$ cat config.mk
export PLATFORM = sky130hd
export DESIGN_NAME = led_clock_face_fader
export DESIGN_NICKNAME = d
export VERILOG_FILES = /design/src/sv/clkf_pkg.sv /design/src/sv/clkf_channel.sv /design/src/sv/led_clock_face_fader.sv
export SDC_FILE = /design/constraint.sdc
export NUM_CORES = 1
export LEC_CHECK = 0
export BUFFER_PORTS_ARGS = -buffer_cell sky130_fd_sc_hd__buf_2
export CAP_MARGIN = 25
export CELL_PAD_IN_SITES_DETAIL_PLACEMENT = 1
export CELL_PAD_IN_SITES_GLOBAL_PLACEMENT = 2
export CORE_MARGIN = 2
export CORE_UTILIZATION = 35
export DETAILED_ROUTE_END_ITERATION = 8
export GPL_TIMING_DRIVEN = 0
export PLACE_DENSITY_LB_ADDON = 0.1
export SYNTH_ARGS = -nofsm -noshare
export SYNTH_HDL_FRONTEND = slang
export SYNTH_SLANG_ARGS = --single-unit
$ cat constraint.sdc
create_clock -name clk -period 5.6 [get_ports clk]
set_input_delay 0.28 -clock clk [delete_from_list [all_inputs] [get_ports clk]]
set_output_delay 0.28 -clock clk [all_outputs]
set_load 0.1 [all_outputs]
$ cat src/sv/clkf_pkg.sv
// Shared types, codes and slot tables for the clock face fader.
`timescale 1ns / 1ps

package clkf_pkg;

  typedef enum logic [2:0] {
    REQ_TICK      = 3'd0,
    REQ_SET_MIN   = 3'd1,
    REQ_SET_HOUR  = 3'd2,
    REQ_HOURS_OFF = 3'd3,
    REQ_HOURS_ON  = 3'd4,
    REQ_CLEAR     = 3'd5
  } req_t;

  typedef enum logic [2:0] {
    MODE_RISE  = 3'd0,
    MODE_FADE  = 3'd1,
    MODE_TOP   = 3'd2,
    MODE_BLINK = 3'd3,
    MODE_HOLD  = 3'd4,
    MODE_OFF   = 3'd5
  } mode_t;

  typedef enum logic [1:0] {
    CFG_TOP_LEVEL   = 2'd0,
    CFG_RAMP_TICKS  = 2'd1,
    CFG_BLINK_TICKS = 2'd2
  } cfg_reg_t;

  localparam int unsigned MIN_SLOTS  = 24;
  localparam int unsigned HOUR_SLOTS = 12;

  // per-channel request, decoded once in the top level
  typedef struct packed {
    logic       tick;
    logic       start;
    logic [2:0] start_mode;
    logic       hours_off;
    logic       hours_on;
  } chan_cmd_t;

  // hour byte bits contributed by a minute slot
  function automatic logic [7:0] min_slot_hour_bits(input logic [4:0] slot);
    logic [7:0] b;
    b = 8'h00;
    if (slot == 5'd0) begin
      b = 8'h80;
    end else if (slot >= 5'd13) begin
      b = slot[0] ? 8'h40 : 8'h80;
    end
    return b;
  endfunction

  // minute byte bits contributed by a minute slot
  function automatic logic [7:0] min_slot_min_bits(input logic [4:0] slot);
    logic [7:0] b;
    case (slot)
      5'd0:  b = 8'h28;
      5'd1:  b = 8'h40;
      5'd2:  b = 8'h80;
      5'd3:  b = 8'h41;
      5'd4:  b = 8'h88;
      5'd5:  b = 8'h42;
      5'd6:  b = 8'h90;
      5'd7:  b = 8'h43;
      5'd8:  b = 8'h98;
      5'd9:  b = 8'h44;
      5'd10: b = 8'hA0;
      5'd11: b = 8'h45;
      5'd12: b = 8'hA8;
      5'd13: b = 8'h00;
      5'd14: b = 8'h00;
      5'd15: b = 8'h01;
      5'd16: b = 8'h08;
      5'd17: b = 8'h02;
      5'd18: b = 8'h10;
      5'd19: b = 8'h03;
      5'd20: b = 8'h18;
      5'd21: b = 8'h04;
      5'd22: b = 8'h20;
      5'd23: b = 8'h05;
      default: b = 8'h00;
    endcase
    return b;
  endfunction

  // hour byte bits for an hour slot
  function automatic logic [7:0] hour_slot_bits(input logic [4:0] slot);
    logic [7:0] b;
    case (slot)
      5'd0:  b = 8'h28;
      5'd1:  b = 8'h00;
      5'd2:  b = 8'h00;
      5'd3:  b = 8'h01;
      5'd4:  b = 8'h08;
      5'd5:  b = 8'h02;
      5'd6:  b = 8'h10;
      5'd7:  b = 8'h03;
      5'd8:  b = 8'h18;
      5'd9:  b = 8'h04;
      5'd10: b = 8'h20;
      5'd11: b = 8'h05;
      default: b = 8'h00;
    endcase
    return b;
  endfunction

endpackage

$ cat src/sv/clkf_channel.sv
// One PWM channel: mode, level, duty, tick timer and connection state.
`timescale 1ns / 1ps

module clkf_channel #(
  parameter int TIMER_BITS = 16
) (
  input  logic                clk,
  input  logic                rst,
  input  logic                step,
  input  clkf_pkg::chan_cmd_t cmd,
  input  logic [7:0]          top_level,
  input  logic [15:0]         ramp_step_ticks,
  input  logic [15:0]         blink_ticks,
  output logic [7:0]          duty,
  output logic                connected
);

  localparam int CW = (TIMER_BITS > 16) ? TIMER_BITS : 16;

  clkf_pkg::mode_t       mode, mode_next;
  logic [7:0]            level, level_next;
  logic [7:0]            duty_next;
  logic [TIMER_BITS-1:0] timer, timer_next;
  logic                  uses_blink, uses_blink_next;
  logic                  connected_next;

  logic [TIMER_BITS-1:0] timer_inc;
  logic [CW-1:0]         timer_ext;
  logic [CW-1:0]         delay_ext;
  logic                  elapsed;
  clkf_pkg::mode_t       new_mode;

  always_comb begin
    timer_inc = (timer == {TIMER_BITS{1'b1}}) ? timer : timer + 1'b1;
    timer_ext = CW'(timer_inc);
    delay_ext = CW'(uses_blink ? blink_ticks : ramp_step_ticks);
    elapsed   = (timer_ext >= delay_ext);
    // codes above off start as hold
    new_mode  = (cmd.start_mode > 3'(clkf_pkg::MODE_OFF)) ? clkf_pkg::MODE_HOLD
                                                         : clkf_pkg::mode_t'(cmd.start_mode);
  end

  always_comb begin
    mode_next       = mode;
    level_next      = level;
    duty_next       = duty;
    timer_next      = timer;
    uses_blink_next = uses_blink;
    connected_next  = connected;
    if (cmd.tick) begin
      timer_next = timer_inc;
      if (elapsed) begin
        timer_next = '0;
        case (mode)
          clkf_pkg::MODE_RISE: begin
            if (level >= top_level || level == 8'hFF) begin
              mode_next = clkf_pkg::MODE_HOLD;
              duty_next = level;
            end else begin
              level_next = level + 8'd1;
              duty_next  = level + 8'd1;
            end
          end
          clkf_pkg::MODE_FADE: begin
            if (level == 8'd0) begin
              mode_next      = clkf_pkg::MODE_HOLD;
              connected_next = 1'b0;
              duty_next      = 8'd0;
            end else begin
              level_next = level - 8'd1;
              duty_next  = level - 8'd1;
            end
          end
          clkf_pkg::MODE_BLINK: begin
            level_next = (level == top_level) ? 8'd0 : top_level;
            duty_next  = (level == top_level) ? 8'd0 : top_level;
          end
          default: begin
          end
        endcase
      end
    end else if (cmd.start) begin
      mode_next  = new_mode;
      timer_next = '0;
      case (new_mode)
        clkf_pkg::MODE_RISE: begin
          level_next      = 8'd0;
          duty_next       = 8'd0;
          uses_blink_next = 1'b0;
        end
        clkf_pkg::MODE_FADE: begin
          level_next      = top_level;
          duty_next       = top_level;
          uses_blink_next = 1'b0;
        end
        clkf_pkg::MODE_TOP: begin
          duty_next = top_level;
        end
        clkf_pkg::MODE_BLINK: begin
          level_next      = top_level;
          duty_next       = top_level;
          uses_blink_next = 1'b1;
        end
        default: begin
        end
      endcase
    end else if (cmd.hours_off) begin
      mode_next      = clkf_pkg::MODE_OFF;
      duty_next      = 8'd0;
      connected_next = 1'b0;
    end else if (cmd.hours_on) begin
      if (mode != clkf_pkg::MODE_HOLD && mode != clkf_pkg::MODE_OFF) begin
        connected_next = 1'b1;
      end
    end
  end

  always_ff @(posedge clk) begin
    if (rst) begin
      mode       <= clkf_pkg::MODE_OFF;
      level      <= 8'd0;
      duty       <= 8'd0;
      timer      <= '0;
      uses_blink <= 1'b0;
      connected  <= 1'b1;
    end else if (step) begin
      mode       <= mode_next;
      level      <= level_next;
      duty       <= duty_next;
      timer      <= timer_next;
      uses_blink <= uses_blink_next;
      connected  <= connected_next;
    end
  end

endmodule

$ cat src/sv/led_clock_face_fader.sv
// Top level of the LED clock face fader: request decode, select bytes, channels.
`timescale 1ns / 1ps

// Channel     | Dir | Handshake                     | Payload
// s_axis      | in  | s_axis_tvalid / s_axis_tready | request beat: type, slot, light mode
// m_axis      | out | m_axis_tvalid / m_axis_tready | result beat: select bytes, duties, enables
// cfg         | in  | cfg_valid / cfg_ready         | cfg_index, cfg_data (register write)
//
// Every request beat produces exactly one result beat, valid the cycle after accept.
// Channels and select bytes update in the accept cycle and the state registers
// serve as the result register: one beat per cycle while m_axis_tready is high.
// A result waiting on m_axis holds off s_axis (tready follows the output side).
// Synchronous reset restores config defaults, clears the bytes, and sets all
// channels to off with duty zero and outputs connected.

module led_clock_face_fader #(
  parameter int TIMER_BITS = 16
) (
  input  logic        clk,
  input  logic        rst,
  input  logic        s_axis_tvalid,
  output logic        s_axis_tready,
  // [2:0] req_type, [7:3] slot, [10:8] light_mode, [15:11] zero
  input  logic [15:0] s_axis_tdata,
  output logic        m_axis_tvalid,
  input  logic        m_axis_tready,
  // [7:0] minute_select, [15:8] hour_select, [23:16] duty_min_odd,
  // [31:24] duty_min_even, [39:32] duty_hour_odd, [47:40] duty_hour_even,
  // [51:48] output_enables, [55:52] zero
  output logic [55:0] m_axis_tdata,
  input  logic        cfg_valid,
  output logic        cfg_ready,
  input  logic [1:0]  cfg_index,
  input  logic [15:0] cfg_data
);

  localparam int NUM_CH = 4;

  // config registers
  logic [7:0]  top_level;
  logic [15:0] ramp_step_ticks;
  logic [15:0] blink_ticks;

  assign cfg_ready = 1'b1;

  always_ff @(posedge clk) begin
    if (rst) begin
      top_level       <= 8'd255;
      ramp_step_ticks <= 16'd10;
      blink_ticks     <= 16'd500;
    end else if (cfg_valid) begin
      unique case (cfg_index)
        clkf_pkg::CFG_TOP_LEVEL:   top_level       <= cfg_data[7:0];
        clkf_pkg::CFG_RAMP_TICKS:  ramp_step_ticks <= cfg_data;
        clkf_pkg::CFG_BLINK_TICKS: blink_ticks     <= cfg_data;
        default: begin
        end
      endcase
    end
  end

  // request fields
  logic       in_beat;
  logic [2:0] req_type;
  logic [4:0] slot;
  logic [2:0] light_mode;
  logic       min_ok;
  logic       hour_ok;

  assign s_axis_tready = !m_axis_tvalid || m_axis_tready;
  assign in_beat       = s_axis_tvalid && s_axis_tready;
  assign req_type      = s_axis_tdata[2:0];
  assign slot          = s_axis_tdata[7:3];
  assign light_mode    = s_axis_tdata[10:8];

  assign min_ok  = (req_type == clkf_pkg::REQ_SET_MIN) && (slot < 5'(clkf_pkg::MIN_SLOTS));
  assign hour_ok = (req_type == clkf_pkg::REQ_SET_HOUR) && (slot < 5'(clkf_pkg::HOUR_SLOTS));

  // channel commands: 0 min odd, 1 min even, 2 hour odd, 3 hour even
  clkf_pkg::chan_cmd_t cmd [NUM_CH];
  logic [7:0]          duty [NUM_CH];
  logic [NUM_CH-1:0]   connected;

  always_comb begin
    for (int i = 0; i < NUM_CH; i++) begin
      cmd[i].tick       = (req_type == clkf_pkg::REQ_TICK);
      cmd[i].start_mode = light_mode;
      cmd[i].hours_off  = (i >= 2) && (req_type == clkf_pkg::REQ_HOURS_OFF);
      cmd[i].hours_on   = (i >= 2) && (req_type == clkf_pkg::REQ_HOURS_ON);
    end
    cmd[0].start = min_ok && slot[0];
    cmd[1].start = min_ok && !slot[0];
    cmd[2].start = hour_ok && slot[0];
    cmd[3].start = hour_ok && !slot[0];
  end

  for (genvar g = 0; g < NUM_CH; g++) begin : g_ch
    clkf_channel #(
      .TIMER_BITS(TIMER_BITS)
    ) u_ch (
      .clk            (clk),
      .rst            (rst),
      .step           (in_beat),
      .cmd            (cmd[g]),
      .top_level      (top_level),
      .ramp_step_ticks(ramp_step_ticks),
      .blink_ticks    (blink_ticks),
      .duty           (duty[g]),
      .connected      (connected[g])
    );
  end

  // select bytes accumulate by OR until cleared
  logic [7:0] minute_byte, minute_byte_next;
  logic [7:0] hour_byte, hour_byte_next;

  always_comb begin
    minute_byte_next = minute_byte;
    hour_byte_next   = hour_byte;
    case (req_type)
      clkf_pkg::REQ_SET_MIN: begin
        if (min_ok) begin
          hour_byte_next   = hour_byte | clkf_pkg::min_slot_hour_bits(slot);
          minute_byte_next = minute_byte | clkf_pkg::min_slot_min_bits(slot);
        end
      end
      clkf_pkg::REQ_SET_HOUR: begin
        if (hour_ok) begin
          hour_byte_next = hour_byte | clkf_pkg::hour_slot_bits(slot);
        end
      end
      clkf_pkg::REQ_CLEAR: begin
        minute_byte_next = 8'd0;
        hour_byte_next   = 8'd0;
      end
      default: begin
      end
    endcase
  end

  always_ff @(posedge clk) begin
    if (rst) begin
      minute_byte   <= 8'd0;
      hour_byte     <= 8'd0;
      m_axis_tvalid <= 1'b0;
    end else begin
      if (in_beat) begin
        minute_byte <= minute_byte_next;
        hour_byte   <= hour_byte_next;
      end
      if (in_beat) begin
        m_axis_tvalid <= 1'b1;
      end else if (m_axis_tready) begin
        m_axis_tvalid <= 1'b0;
      end
    end
  end

  assign m_axis_tdata = {4'd0, connected, duty[3], duty[2], duty[1], duty[0],
                         hour_byte, minute_byte};

  // result beat only changes when a request is taken
  a_stable_when_idle: assert property (@(posedge clk) disable iff (rst)
    !in_beat |=> $stable(m_axis_tdata))
    else $error("result changed without a request beat");

  // hours off silences and disconnects both hour channels
  a_hours_off: assert property (@(posedge clk) disable iff (rst)
    (in_beat && req_type == clkf_pkg::REQ_HOURS_OFF) |=>
      (m_axis_tdata[51:50] == 2'b00 && m_axis_tdata[47:32] == 16'd0))
    else $error("hours off left an hour channel active");

  // clear empties both select bytes
  a_clear: assert property (@(posedge clk) disable iff (rst)
    (in_beat && req_type == clkf_pkg::REQ_CLEAR) |=> (m_axis_tdata[15:0] == 16'd0))
    else $error("clear did not empty select bytes");

  // every accepted request shows a result in the next cycle
  a_result_follows: assert property (@(posedge clk) disable iff (rst)
    in_beat |=> m_axis_tvalid)
    else $error("request beat without result beat");

endmodule
==> results of run 1 <==
routing by layer:
layer	global-route usage [%]	vias to the layer above	routed length, um
met5	0	-	0
met1	40.8	8319	32000
met2	48.1	594	31400
li1	-	7813	-
met3	4.39	122	4640
met4	8.97	0	2210
worst paths after layout:
path | from | endpoint | slack (ns) | cells after the start
setup / recovery | g_ch[2].u_ch.timer[2]$_SDFFE_PP0P_ | g_ch[2].u_ch.timer[3]$_SDFFE_PP0P_ | 0.67 | 18
hold / removal | cfg_data[3] | blink_ticks[3]$_SDFFE_PP0P_ | 0.03 | 3
setup reg to reg | g_ch[2].u_ch.timer[2]$_SDFFE_PP0P_ | g_ch[2].u_ch.timer[3]$_SDFFE_PP0P_ | 0.67 | 18
hold reg to reg | hour_byte[6]$_SDFFE_PP0P_ | hour_byte[6]$_SDFFE_PP0P_ | 0.45 | 2
synthesized netlist by cell type (33+ instances only):
master / instances / share of area [%]
nor2_1: 168 / 4.0
o21ai_0: 91 / 2.9
nand3_1: 97 / 3.1
nand4_1: 41 / 1.6
nand2_1: 269 / 6.5
a31oi_1: 36 / 1.4
ha_1: 112 / 9.0
clkbuf_1: 97 / 2.3
dfxtp_1: 205 / 26
nor3_1: 51 / 1.6
mux2i_1: 76 / 4.9
and3_1: 33 / 1.3
inv_1: 48 / 1.2
xnor2_1: 56 / 3.1
a21oi_1: 171 / 5.5
power by group:
group | total [uW] | internal [uW] | switching (uW)
sequential | 1520 | 1490 | 34.9
combinational | 603 | 158 | 445
clock | 2030 | 1250 | 771
total | 4150 | 2900 | 1250
logic make-up after synthesis:
family / synth area share, %
xor gates and xnor gates: 4.15
adders and majority gates: 8.97
DFF: 26.3
AOI/OAI and AO/OA: 24.2
muxes: 6.26
and+or+nand+nor: 25.0
other: 0.0481
buffers and inverters: 5.14
tightest hold or removal path, stage by stage:
cell and delay (ns):
buf_2 0.15, nand2_1 0.07, a21oi_1 0.06
through the flow:
stage	setup slack, ns	cells	area, um^2
2_1_floorplan	1.73	2041	15600
3_3_place_gp	0.381	2716	16800
3_5_place_dp	0.731	2725	16900
4_1_cts	0.683	2790	18000
5_1_grt	0.256	2791	18000
6_report	0.668	2791	18000
layout make-up:
type,instances,area [um^2]
buffer,139,618
clock buffer,42,835
clock inverter,10,181
fill,5510,26100
inverter,49,184
multi-input combinational,1648,10700
sequential,205,4100
tap,592,741
timing repair buffer,106,638
state kept, by name (all words and copies together) (netlist names):
name,flops
minute_byte,8
g_ch.u_ch.uses_blink,4
hour_byte,8
g_ch.u_ch.timer,64
m_axis_tvalid,1
g_ch.u_ch.duty,32
top_level,8
ramp_step_ticks,16
g_ch.u_ch.level,32
g_ch.u_ch.connected,4
g_ch.u_ch.mode,12
blink_ticks,16
what timing repair did:
action	in CTS	in global routing
setup endpoints to repair	0	0
hold buffers	13	0
hold endpoints to repair	21	0
==> flow_summary.json, run 1 <==
{
  "area_delta_synth_final_pct": 15.4,
  "holdWs_ns": 0.0280,
  "grt_overflow_total": 0,
  "synth_seq_cells": 205,
  "final_common_cell": "nand2_1",
  "synth-seq-area-share_pct": 26.3,
  "hold_class": "in -> reg",
  "cts_buffers": 29,
  "ir_drop_mv": 0.210,
  "max-cap-violations": 0,
  "max_freq_mhz": 203,
  "worst-setup-path-type": "reg -> reg",
  "num_vias": 16800,
  "cts_setup_buffers": 0,
  "power_uw": 4150,
  "cpMaxStageDelayCell": "clkbuf_1",
  "fin_tns_setup_ns": 0,
  "cts_buffer_depth": 3,
  "grtUsageTotal_pct": 29.8,
  "period_share_pct": 88.1,
  "drc": 0,
  "worstSetupStartpointType": "flip-flop",
  "final_nets": 2329,
  "die_height_um": 215,
  "synthArstFlopShare_pct": 0,
  "synth_edf_count": 0,
  "cts.clk_slew.worst_paths_ns": 0.06,
  "cp_common_cell": "clkbuf_1",
  "drt-total-wl_mm": 70.3,
  "hpwl_mm": 53.2,
  "num_rows": 77,
  "numClockSinks": 205,
  "synthCells": 2038,
  "drt_iter0_drc": 1225,
  "crit_buf_inv": 4,
  "worst_slew_pin_slew_ns": 1.12,
  "io_pins": 98,
  "critPathMaxFanout": 10,
  "drt_pre_antenna_iters": 5,
  "cp_slowest_stage_delay_ns": 0.42,
  "post_cts_resized": 0,
  "initial_core_util_pct": 35.4,
  "grt_max_degree": 15,
  "path_delay_family": "simple AND/OR/NAND/NOR gates",
  "antenna_left": 0,
  "die_w_um": 215,
  "required_ns": 6.08,
  "power_density_nw_per_um2": 230,
  "syn-cell-area_um2": 15600,
  "relSlewSlack_pct": 25.1,
  "status": "finished clean",
  "core-area_um2": 44100,
  "synth_cell_types": 93,
  "cts_tree": "done",
  "synth_flop_cell": "dfxtp_1",
  "clk_latency_ns": 0.58,
  "root_buffer": "clkbuf_16",
  "skew_ns": 0.0115,
  "gp_congestion": 0.924,
  "viasPerCell": 6.04,
  "antenna_found_initial": 1,
  "final_cell_mix": "nand2_1, dfxtp_1, a21oi_1",
  "fp.dieArea_um2": 46300,
  "grt_pass1_vias": 17000,
  "hold_viol_final": 0,
  "yosysWarnings": 0,
  "maxSlewViolCount": 0,
  "rsz0062_at_grt": "false",
  "antenna_cells": 0,
  "path_cells": "clkbuf_1, and4_1, and3_1, and3_1, clkbuf_1, nor2b_1, clkbuf_1, nand2_1, xnor2_1, ha_1, nand2_1, nor2_1, a211oi_1, o221ai_1, nor2_1, clkbuf_1, nand2_1, o32ai_1",
  "ctsHtreeMaxLevel": 1,
  "grt_pass1_wl_mm": 106,
  "finalSetupViolations": 0,
  "drive_gt1_share_pct": 10.7,
  "wl_per_cell_um": 25.2,
  "port_buffers": 83,
  "crit_path_end_kind": "flip-flop",
  "fin_util_pct": 40.9,
  "synth_area_per_cell_um2": 7.66,
  "finalCriticalPeriod_ns": 4.93,
  "crit_arrival_ns": 5.41,
  "p_leak_uw": 0.00698
}
(Power assumes the default switching activity.)
==> inputs of run 2 (changes only) <==
SYNTH_HIERARCHICAL = 1   (was unset)
==> run 2 against run 1 <==
Compared with the run above: routed wire length fell by 15%; clock skew grew 0.012 ns; power shrank 4.1%; critical path type unchanged; largest power group unchanged.
==> flow_summary.json, run 2 <==
{
  "status": "finished clean",
  "max-cap-violations": 0,
  "ir_drop_mv": 0.205,
  "synth_common_cells": "dfxtp_1, nand2_1, a21oi_1",
  "wl_per_cell_um": 21.5,
  "p_leak_uw": 0.00726,
  "maxSlewViolCount": 0,
  "cts_buffer_depth": 3,
  "largest_register_ffs": 64,
  "path_delay_family": "simple AND/OR/NAND/NOR gates",
  "power_uw": 3980,
  "cp_slowest_stage_delay_ns": 0.62,
  "synth_area_per_cell_um2": 8.00,
  "wl_met2_mm": 27.3,
  "fp.dieArea_um2": 47400,
  "io_pins": 98,
  "hold_class": "in -> reg",
  "finalCriticalPeriod_ns": 4.80,
  "ctsHtreeMaxLevel": 1,
  "area_delta_synth_final_pct": 15.4,
  "top_layer": "met4",
  "m1WireLength_mm": 28.7,
  "synth_seq_cells": 205,
  "power_density_nw_per_um2": 215,
  "worst-setup-path-type": "reg -> reg",
  "yosysWarnings": 6,
  "period_share_pct": 85.8,
  "cpMaxStageDelayCell": "nor3_1",
  "crit_arrival_ns": 5.31,
  "cts_tree": "done",
  "hpwl_mm": 44.9,
  "synth_top_area_cell": "dfxtp_1",
  "max_freq_mhz": 208,
  "drt_pre_antenna_iters": 5,
  "synth_edf_count": 0,
  "synth_top_area_share_pct": 25.7,
  "antenna_left": 0,
  "final_nets": 2299,
  "syn-cell-area_um2": 16000,
  "numClockSinks": 205,
  "antenna_cells": 0,
  "core-area_um2": 45200,
  "final_cell_mix": "dfxtp_1, nand2_1, a21oi_1",
  "root_buffer": "clkbuf_16",
  "synth_flop_cell": "dfxtp_1",
  "grt_overflow_total": 0,
  "nFillCells": 5498,
  "initial_core_util_pct": 35.4,
  "synthCells": 1998,
  "antenna_found_initial": 1,
  "post-synth-top-count-cell": "dfxtp_1",
  "crit_path_end_kind": "flip-flop",
  "crit_buf_inv": 2,
  "worstSetupStartpointType": "flip-flop",
  "grtUsageTotal_pct": 24.8,
  "grt_max_degree": 23,
  "synth-seq-area-share_pct": 25.7,
  "cts.clk_slew.worst_paths_ns": 0.06,
  "synth_cell_types": 93,
  "viasPerCell": 5.73,
  "finalSetupViolations": 0,
  "die_w_um": 218,
  "die_height_um": 218,
  "path_cells": "clkbuf_1, and4_1, nand4_1, nor3_1, or3b_2, xnor2_1, ha_1, and3_1, a221o_1, a221oi_1, o21ai_0, nand2_1, clkbuf_1, o21ai_0, a21oi_1",
  "route.met3.wl_mm": 2.25,
  "relSlewSlack_pct": 31.1,
  "critPathMaxFanout": 10,
  "drt_iter0_drc": 947,
  "drive_gt1_share_pct": 11.5,
  "drc": 0,
  "grt_pass1_wl_mm": 93.1,
  "synthArstFlopShare_pct": 0,
  "synthTopCellsByArea": "dfxtp_1, ha_1, nand2_1, a21oi_1, mux2i_1",
  "num_vias": 15900,
  "clk_latency_ns": 0.59,
  "fin_tns_setup_ns": 0,
  "top_register": "g_ch.u_ch/timer",
  "gp_congestion": 0.854,
  "grt_pass1_vias": 16200,
  "final_common_cell": "dfxtp_1",
  "top_regs": "g_ch.u_ch/timer: 64 flops, g_ch.u_ch/duty: 32 flops, g_ch.u_ch/level: 32 flops",
  "drt-total-wl_mm": 59.4,
  "num_rows": 78,
  "port_buffers": 87,
  "rsz0062_at_grt": "false",
  "skew_ns": 0.0235,
  "worst_slew_pin_slew_ns": 1.03,
  "required_ns": 6.11,
  "hold_viol_final": 0,
  "cts_buffers": 28
}
## run 2: cell count changes in the layout (fill, tap and decap cells not counted), sizes merged, moves of 21 or more
cell / change
a21oi: -22
a221oi: +25
a31oi: -26
clkbuf: -30
inv: +61
nand2: -67
nand2b: +21
nand3: -23
nor2: -48
nor2b: +32
nor3: +22
o21ai: -24
o21bai: +25
## run 2: routing by layer
layer,vias to the layer above,track usage (%)
li1,7691,-
met1,7785,34.2
met2,306,41.0
met3,78,2.94
met4,0,6.10
met5,-,0
## run 2: cells by family (layout without fill, tap and decap cells)
logic type / after synthesis / after routing / synth area share [%]
compound gates: 543 / 543 / 25.3
fa+ha+maj: 112 / 112 / 8.76
buf+inv: 217 / 377 / 5.85
other cells: 2 / 13 / 0.0470
mux: 85 / 85 / 5.45
xor+xnor: 70 / 70 / 3.83
flops: 205 / 205 / 25.7
simple gates: 764 / 764 / 25.1
## run 2: final timing paths
kind | from | to | slack (ns) | cells past startpoint
worst min-delay path | s_axis_tdata[7] | hour_byte[3]$_SDFFE_PP0P_ | 0.14 | 3
worst max register to register | g_ch[3].u_ch/timer[7]$_SDFFE_PP0P_ | g_ch[3].u_ch/timer[9]$_SDFFE_PP0P_ | 0.80 | 15
worst min register to register | hour_byte[4]$_SDFFE_PP0P_ | hour_byte[4]$_SDFFE_PP0P_ | 0.45 | 2
worst max-delay path | g_ch[3].u_ch/timer[7]$_SDFFE_PP0P_ | g_ch[3].u_ch/timer[9]$_SDFFE_PP0P_ | 0.80 | 15
## run 2: per-stage QoR
stage | hold slack [ns] | cells | cell area, um^2 | utilization, % | worst slack [ns]
final | 0.135 | 2769 | 18500 | 40.8 | 0.796
after global routing | 0.144 | 2769 | 18500 | 40.8 | 0.336
after CTS | 0.108 | 2767 | 18400 | 40.7 | 0.821
after detailed placement | 0.442 | 2699 | 17300 | 38.3 | 0.858
after global placement | 0.442 | 2696 | 17200 | 38.1 | 0.316
after floorplan | 0.398 | 2009 | 16000 | - | 1.93
## run 2: timing repair
item,4_1_cts,5_1_grt
hold endpoints to repair,39,0
setup buffers,0,0
resized for setup,0,0
hold buffers,17,0
endpoints found under the setup margin,0,0
## run 2: power breakdown
part | switching, uW | total [uW] | internal (uW)
logic | 407 | 573 | 166
clock network | 746 | 1860 | 1120
registers | 49.0 | 1540 | 1490
## run 2: final cells by class
type,count,area (um^2),share of cell area [%]
plain buffers,106,519,2.81
clock buffers,37,785,4.25
clock inverters,14,160,0.868
inverters,111,417,2.26
multi-input cells,1587,11000,59.6
flip-flops and latches,205,4100,22.2
well taps,600,751,4.07
repair buffers,109,727,3.94
## run 2: worst register-to-register path, delay by kind of cell, from the launching register on
family / cells / cell delay (ns)
compound gates: 5 / 1.31
xor+xnor: 1 / 0.07
fa+ha+maj: 1 / 0.31
buf+inv: 2 / 0.75
flops: 1 / 0.31
simple gates: 6 / 1.95
==> inputs of run 3 (changes only) <==
ABC_AREA = 1   (was unset)
==> run 3 against run 2 <==
Compared with the run above: hold slack got worse by 0.11 ns; sequential power up 3%; synthesized cell count up 40%; non-clock buffer count is 25 lower; register-to-register slack improved by 1.3 ns; global-route usage barely moved; largest cell class unchanged; die area increased by 11%.
==> flow_summary.json, run 3 <==
{
  "critPathMaxFanout": 10,
  "synth_top_area_cell": "dfxtp_1",
  "synth_seq_cells": 205,
  "final_cell_mix": "nand2_1, nor2_1, inv_1",
  "grt_pass1_vias": 19200,
  "yosysWarnings": 6,
  "relSlewSlack_pct": 29.1,
  "synthCells": 2803,
  "root_buffer": "clkbuf_16",
  "synth_common_cells": "nand2_1, nor2_1, inv_1",
  "fin_util_pct": 40.6,
  "top_regs": "g_ch.u_ch/timer: 64 flops, g_ch.u_ch/duty: 32 flops, g_ch.u_ch/level: 32 flops",
  "grt_pass1_wl_mm": 104,
  "synth-seq-area-share_pct": 23.0,
  "cts_buffer_depth": 3,
  "die_w_um": 230,
  "final_nets": 3103,
  "wl_per_cell_um": 18.1,
  "final_cells": 3644,
  "post-synth-top-count-cell": "nand2_1",
  "ctsHtreeMaxLevel": 1,
  "synthTopCellsByArea": "dfxtp_1, nand2_1, ha_1, nor2_1, inv_1",
  "top_register": "g_ch.u_ch/timer",
  "max_freq_mhz": 283,
  "viasPerCell": 5.12,
  "hold_viol_final": 0,
  "synth_top_area_share_pct": 23.0,
  "ir_drop_mv": 0.218,
  "fp.dieArea_um2": 52700,
  "p_comb_share_pct": 20.0,
  "required_ns": 6.08,
  "p_sw_share_pct": 33.5,
  "cts_tree": "done",
  "port_buffers": 86,
  "numClockSinks": 205,
  "largest_register_ffs": 64,
  "drt-total-wl_mm": 66.0,
  "gp_congestion": 0.866,
  "pwr-share-seq_pct": 37.0,
  "crit_path_end_kind": "flip-flop",
  "synth_cell_types": 51,
  "grt_max_degree": 17,
  "antenna_found_initial": 1,
  "hpwl_mm": 51.9,
  "drt_pre_antenna_iters": 5,
  "core-area_um2": 50200,
  "clk_latency_ns": 0.58,
  "final_common_cell": "nand2_1",
  "p_switching_uw": 1430,
  "cts_buffers": 29,
  "rsz0062_at_grt": "false",
  "p_int_uw": 2840,
  "synth_edf_count": 0,
  "dp.cells": 3578,
  "finalSetupViolations": 0,
  "syn-cell-area_um2": 17800,
  "crit_arrival_ns": 4.01,
  "drive_gt1_share_pct": 13.4,
  "io_pins": 98,
  "worst_slew_pin_slew_ns": 1.06,
  "drc": 0,
  "cts.clk_slew.worst_paths_ns": 0.05,
  "grtUsageTotal_pct": 24.7,
  "regArea_um2": 4100,
  "clkPwrFrac_pct": 43.0,
  "antenna_left": 0,
  "synth_area_per_cell_um2": 6.36,
  "grt_overflow_total": 0,
  "num_vias": 18700,
  "worst-setup-path-type": "reg -> reg",
  "maxSlewViolCount": 0,
  "drt_iter0_drc": 845,
  "post_cts_resized": 0,
  "die_height_um": 230,
  "p_leak_uw": 0.00989,
  "synthArstFlopShare_pct": 0,
  "skew_ns": 0.0190,
  "initial_core_util_pct": 35.5,
  "status": "finished clean",
  "synth_flop_cell": "dfxtp_1",
  "multiInputGateArea_um2": 11700,
  "hold_class": "in -> reg",
  "nFillCells": 6651,
  "area_delta_synth_final_pct": 14.3,
  "num_rows": 82,
  "power_density_nw_per_um2": 210,
  "finalCriticalPeriod_ns": 3.53,
  "period_share_pct": 63.1,
  "max-cap-violations": 0,
  "worstSetupStartpointType": "flip-flop",
  "holdWs_ns": 0.0273,
  "fin_tns_setup_ns": 0
}
[run 3: cell count changes after synthesis, moves of 29 or more]
cell	before	now
nand2_1	202	739
nor2_1	116	356
inv_1	108	340
nand3_1	74	228
clkbuf_1	73	19
a22oi_1	16	64
nand2b_1	44	0
nor2b_1	44	0
xnor2_1	54	12
inv_2	3	43
nor2_4	1	33
nand2_2	0	29
nor3_1	73	44
[run 3: kinds of logic (layout without fill, tap and decap cells)]
logic type | count (synthesis) | after routing | synth area share, %
buffers and inverters | 482 | 640 | 11.7
flip-flops | 205 | 205 | 23.0
AND/OR/NAND/NOR | 1551 | 1551 | 39.9
adder cells (fa/ha/maj) | 112 | 112 | 7.87
multiplexers | 61 | 61 | 3.43
AO/OA/AOI/OAI | 339 | 339 | 11.5
other | 2 | 13 | 0.0422
XOR/XNOR | 51 | 51 | 2.51
[run 3: cell type report]
| cell class | count | share of cell area, % |
|---|---|---|
| tap | 672 | 4.13 |
| clock buffer | 43 | 4.27 |
| timing repair buffer | 109 | 3.61 |
| sequential | 205 | 20.2 |
| multi-input combinational | 2125 | 57.3 |
| inverter | 401 | 7.54 |
| clock inverter | 6 | 0.270 |
| antenna | 2 | 0.0246 |
| buffer | 81 | 2.73 |
[run 3: worst paths after layout]
| kind | start | slack (ns) | cells past startpoint | to |
|---|---|---|---|---|
| max | g_ch[2].u_ch/timer[0]$_SDFFE_PP0P_ | 2.07 | 19 | g_ch[2].u_ch/level[6]$_SDFFE_PP0P_ |
| max reg2reg | g_ch[2].u_ch/timer[0]$_SDFFE_PP0P_ | 2.07 | 19 | g_ch[2].u_ch/level[6]$_SDFFE_PP0P_ |
| min | cfg_data[5] | 0.03 | 3 | blink_ticks[5]$_SDFFE_PP1P_ |
| min reg2reg | minute_byte[1]$_SDFFE_PP0P_ | 0.45 | 2 | minute_byte[1]$_SDFFE_PP0P_ |
[run 3: layer usage]
metal	vias to the layer above	GRT usage [%]	part of all wire, %
met5	-	0	0
met4	0	8.77	3.5
met3	109	2.95	3.9
met2	291	42.4	47
met1	8921	31.8	46
li1	9338	-	-
[run 3: timing repair]
| action | 4_1_cts | 5_1_grt |
|---|---|---|
| buffers inserted | 0 | 0 |
| hold endpoints to repair | 30 | 0 |
| hold buffers | 15 | 0 |
[run 3: through the flow]
stage | setup slack, ns | power (uW) | area (um^2)
finish | 2.07 | 4270 | 20400
CTS | 2.03 | 4330 | 20400
global route | 1.75 | 4470 | 20400
floorplan | 2.84 | 2200 | 17800
global placement | 1.69 | 2420 | 19100
detailed placement | 2.07 | 2460 | 19300
[run 3: worst max-delay path, cell delays in order, from the launching register on]
cell and delay (ns):
dfxtp_1 0.45, ha_1 0.27, nand2_1 0.11, nor2_2 0.21, nand3_2 0.12, nor2_2 0.22
inv_2 0.06, clkbuf_8 0.17, nand2_1 0.14, ha_1 0.17, nand2_1 0.07, nor2_1 0.18
nor3b_1 0.23, nand2_1 0.14, nand4_4 0.24, nand3_4 0.21, inv_4 0.14, nand3_1 0.09
nand2_1 0.13, inv_1 0.05
[run 3: power groups by stage]
stage	registers, uW	clock network, uW	logic, uW
floorplan	1720	0	472
global placement	1620	0	798
detailed placement	1610	0	843
CTS	1580	1900	855
global route	1590	1950	936
finish	1580	1840	853
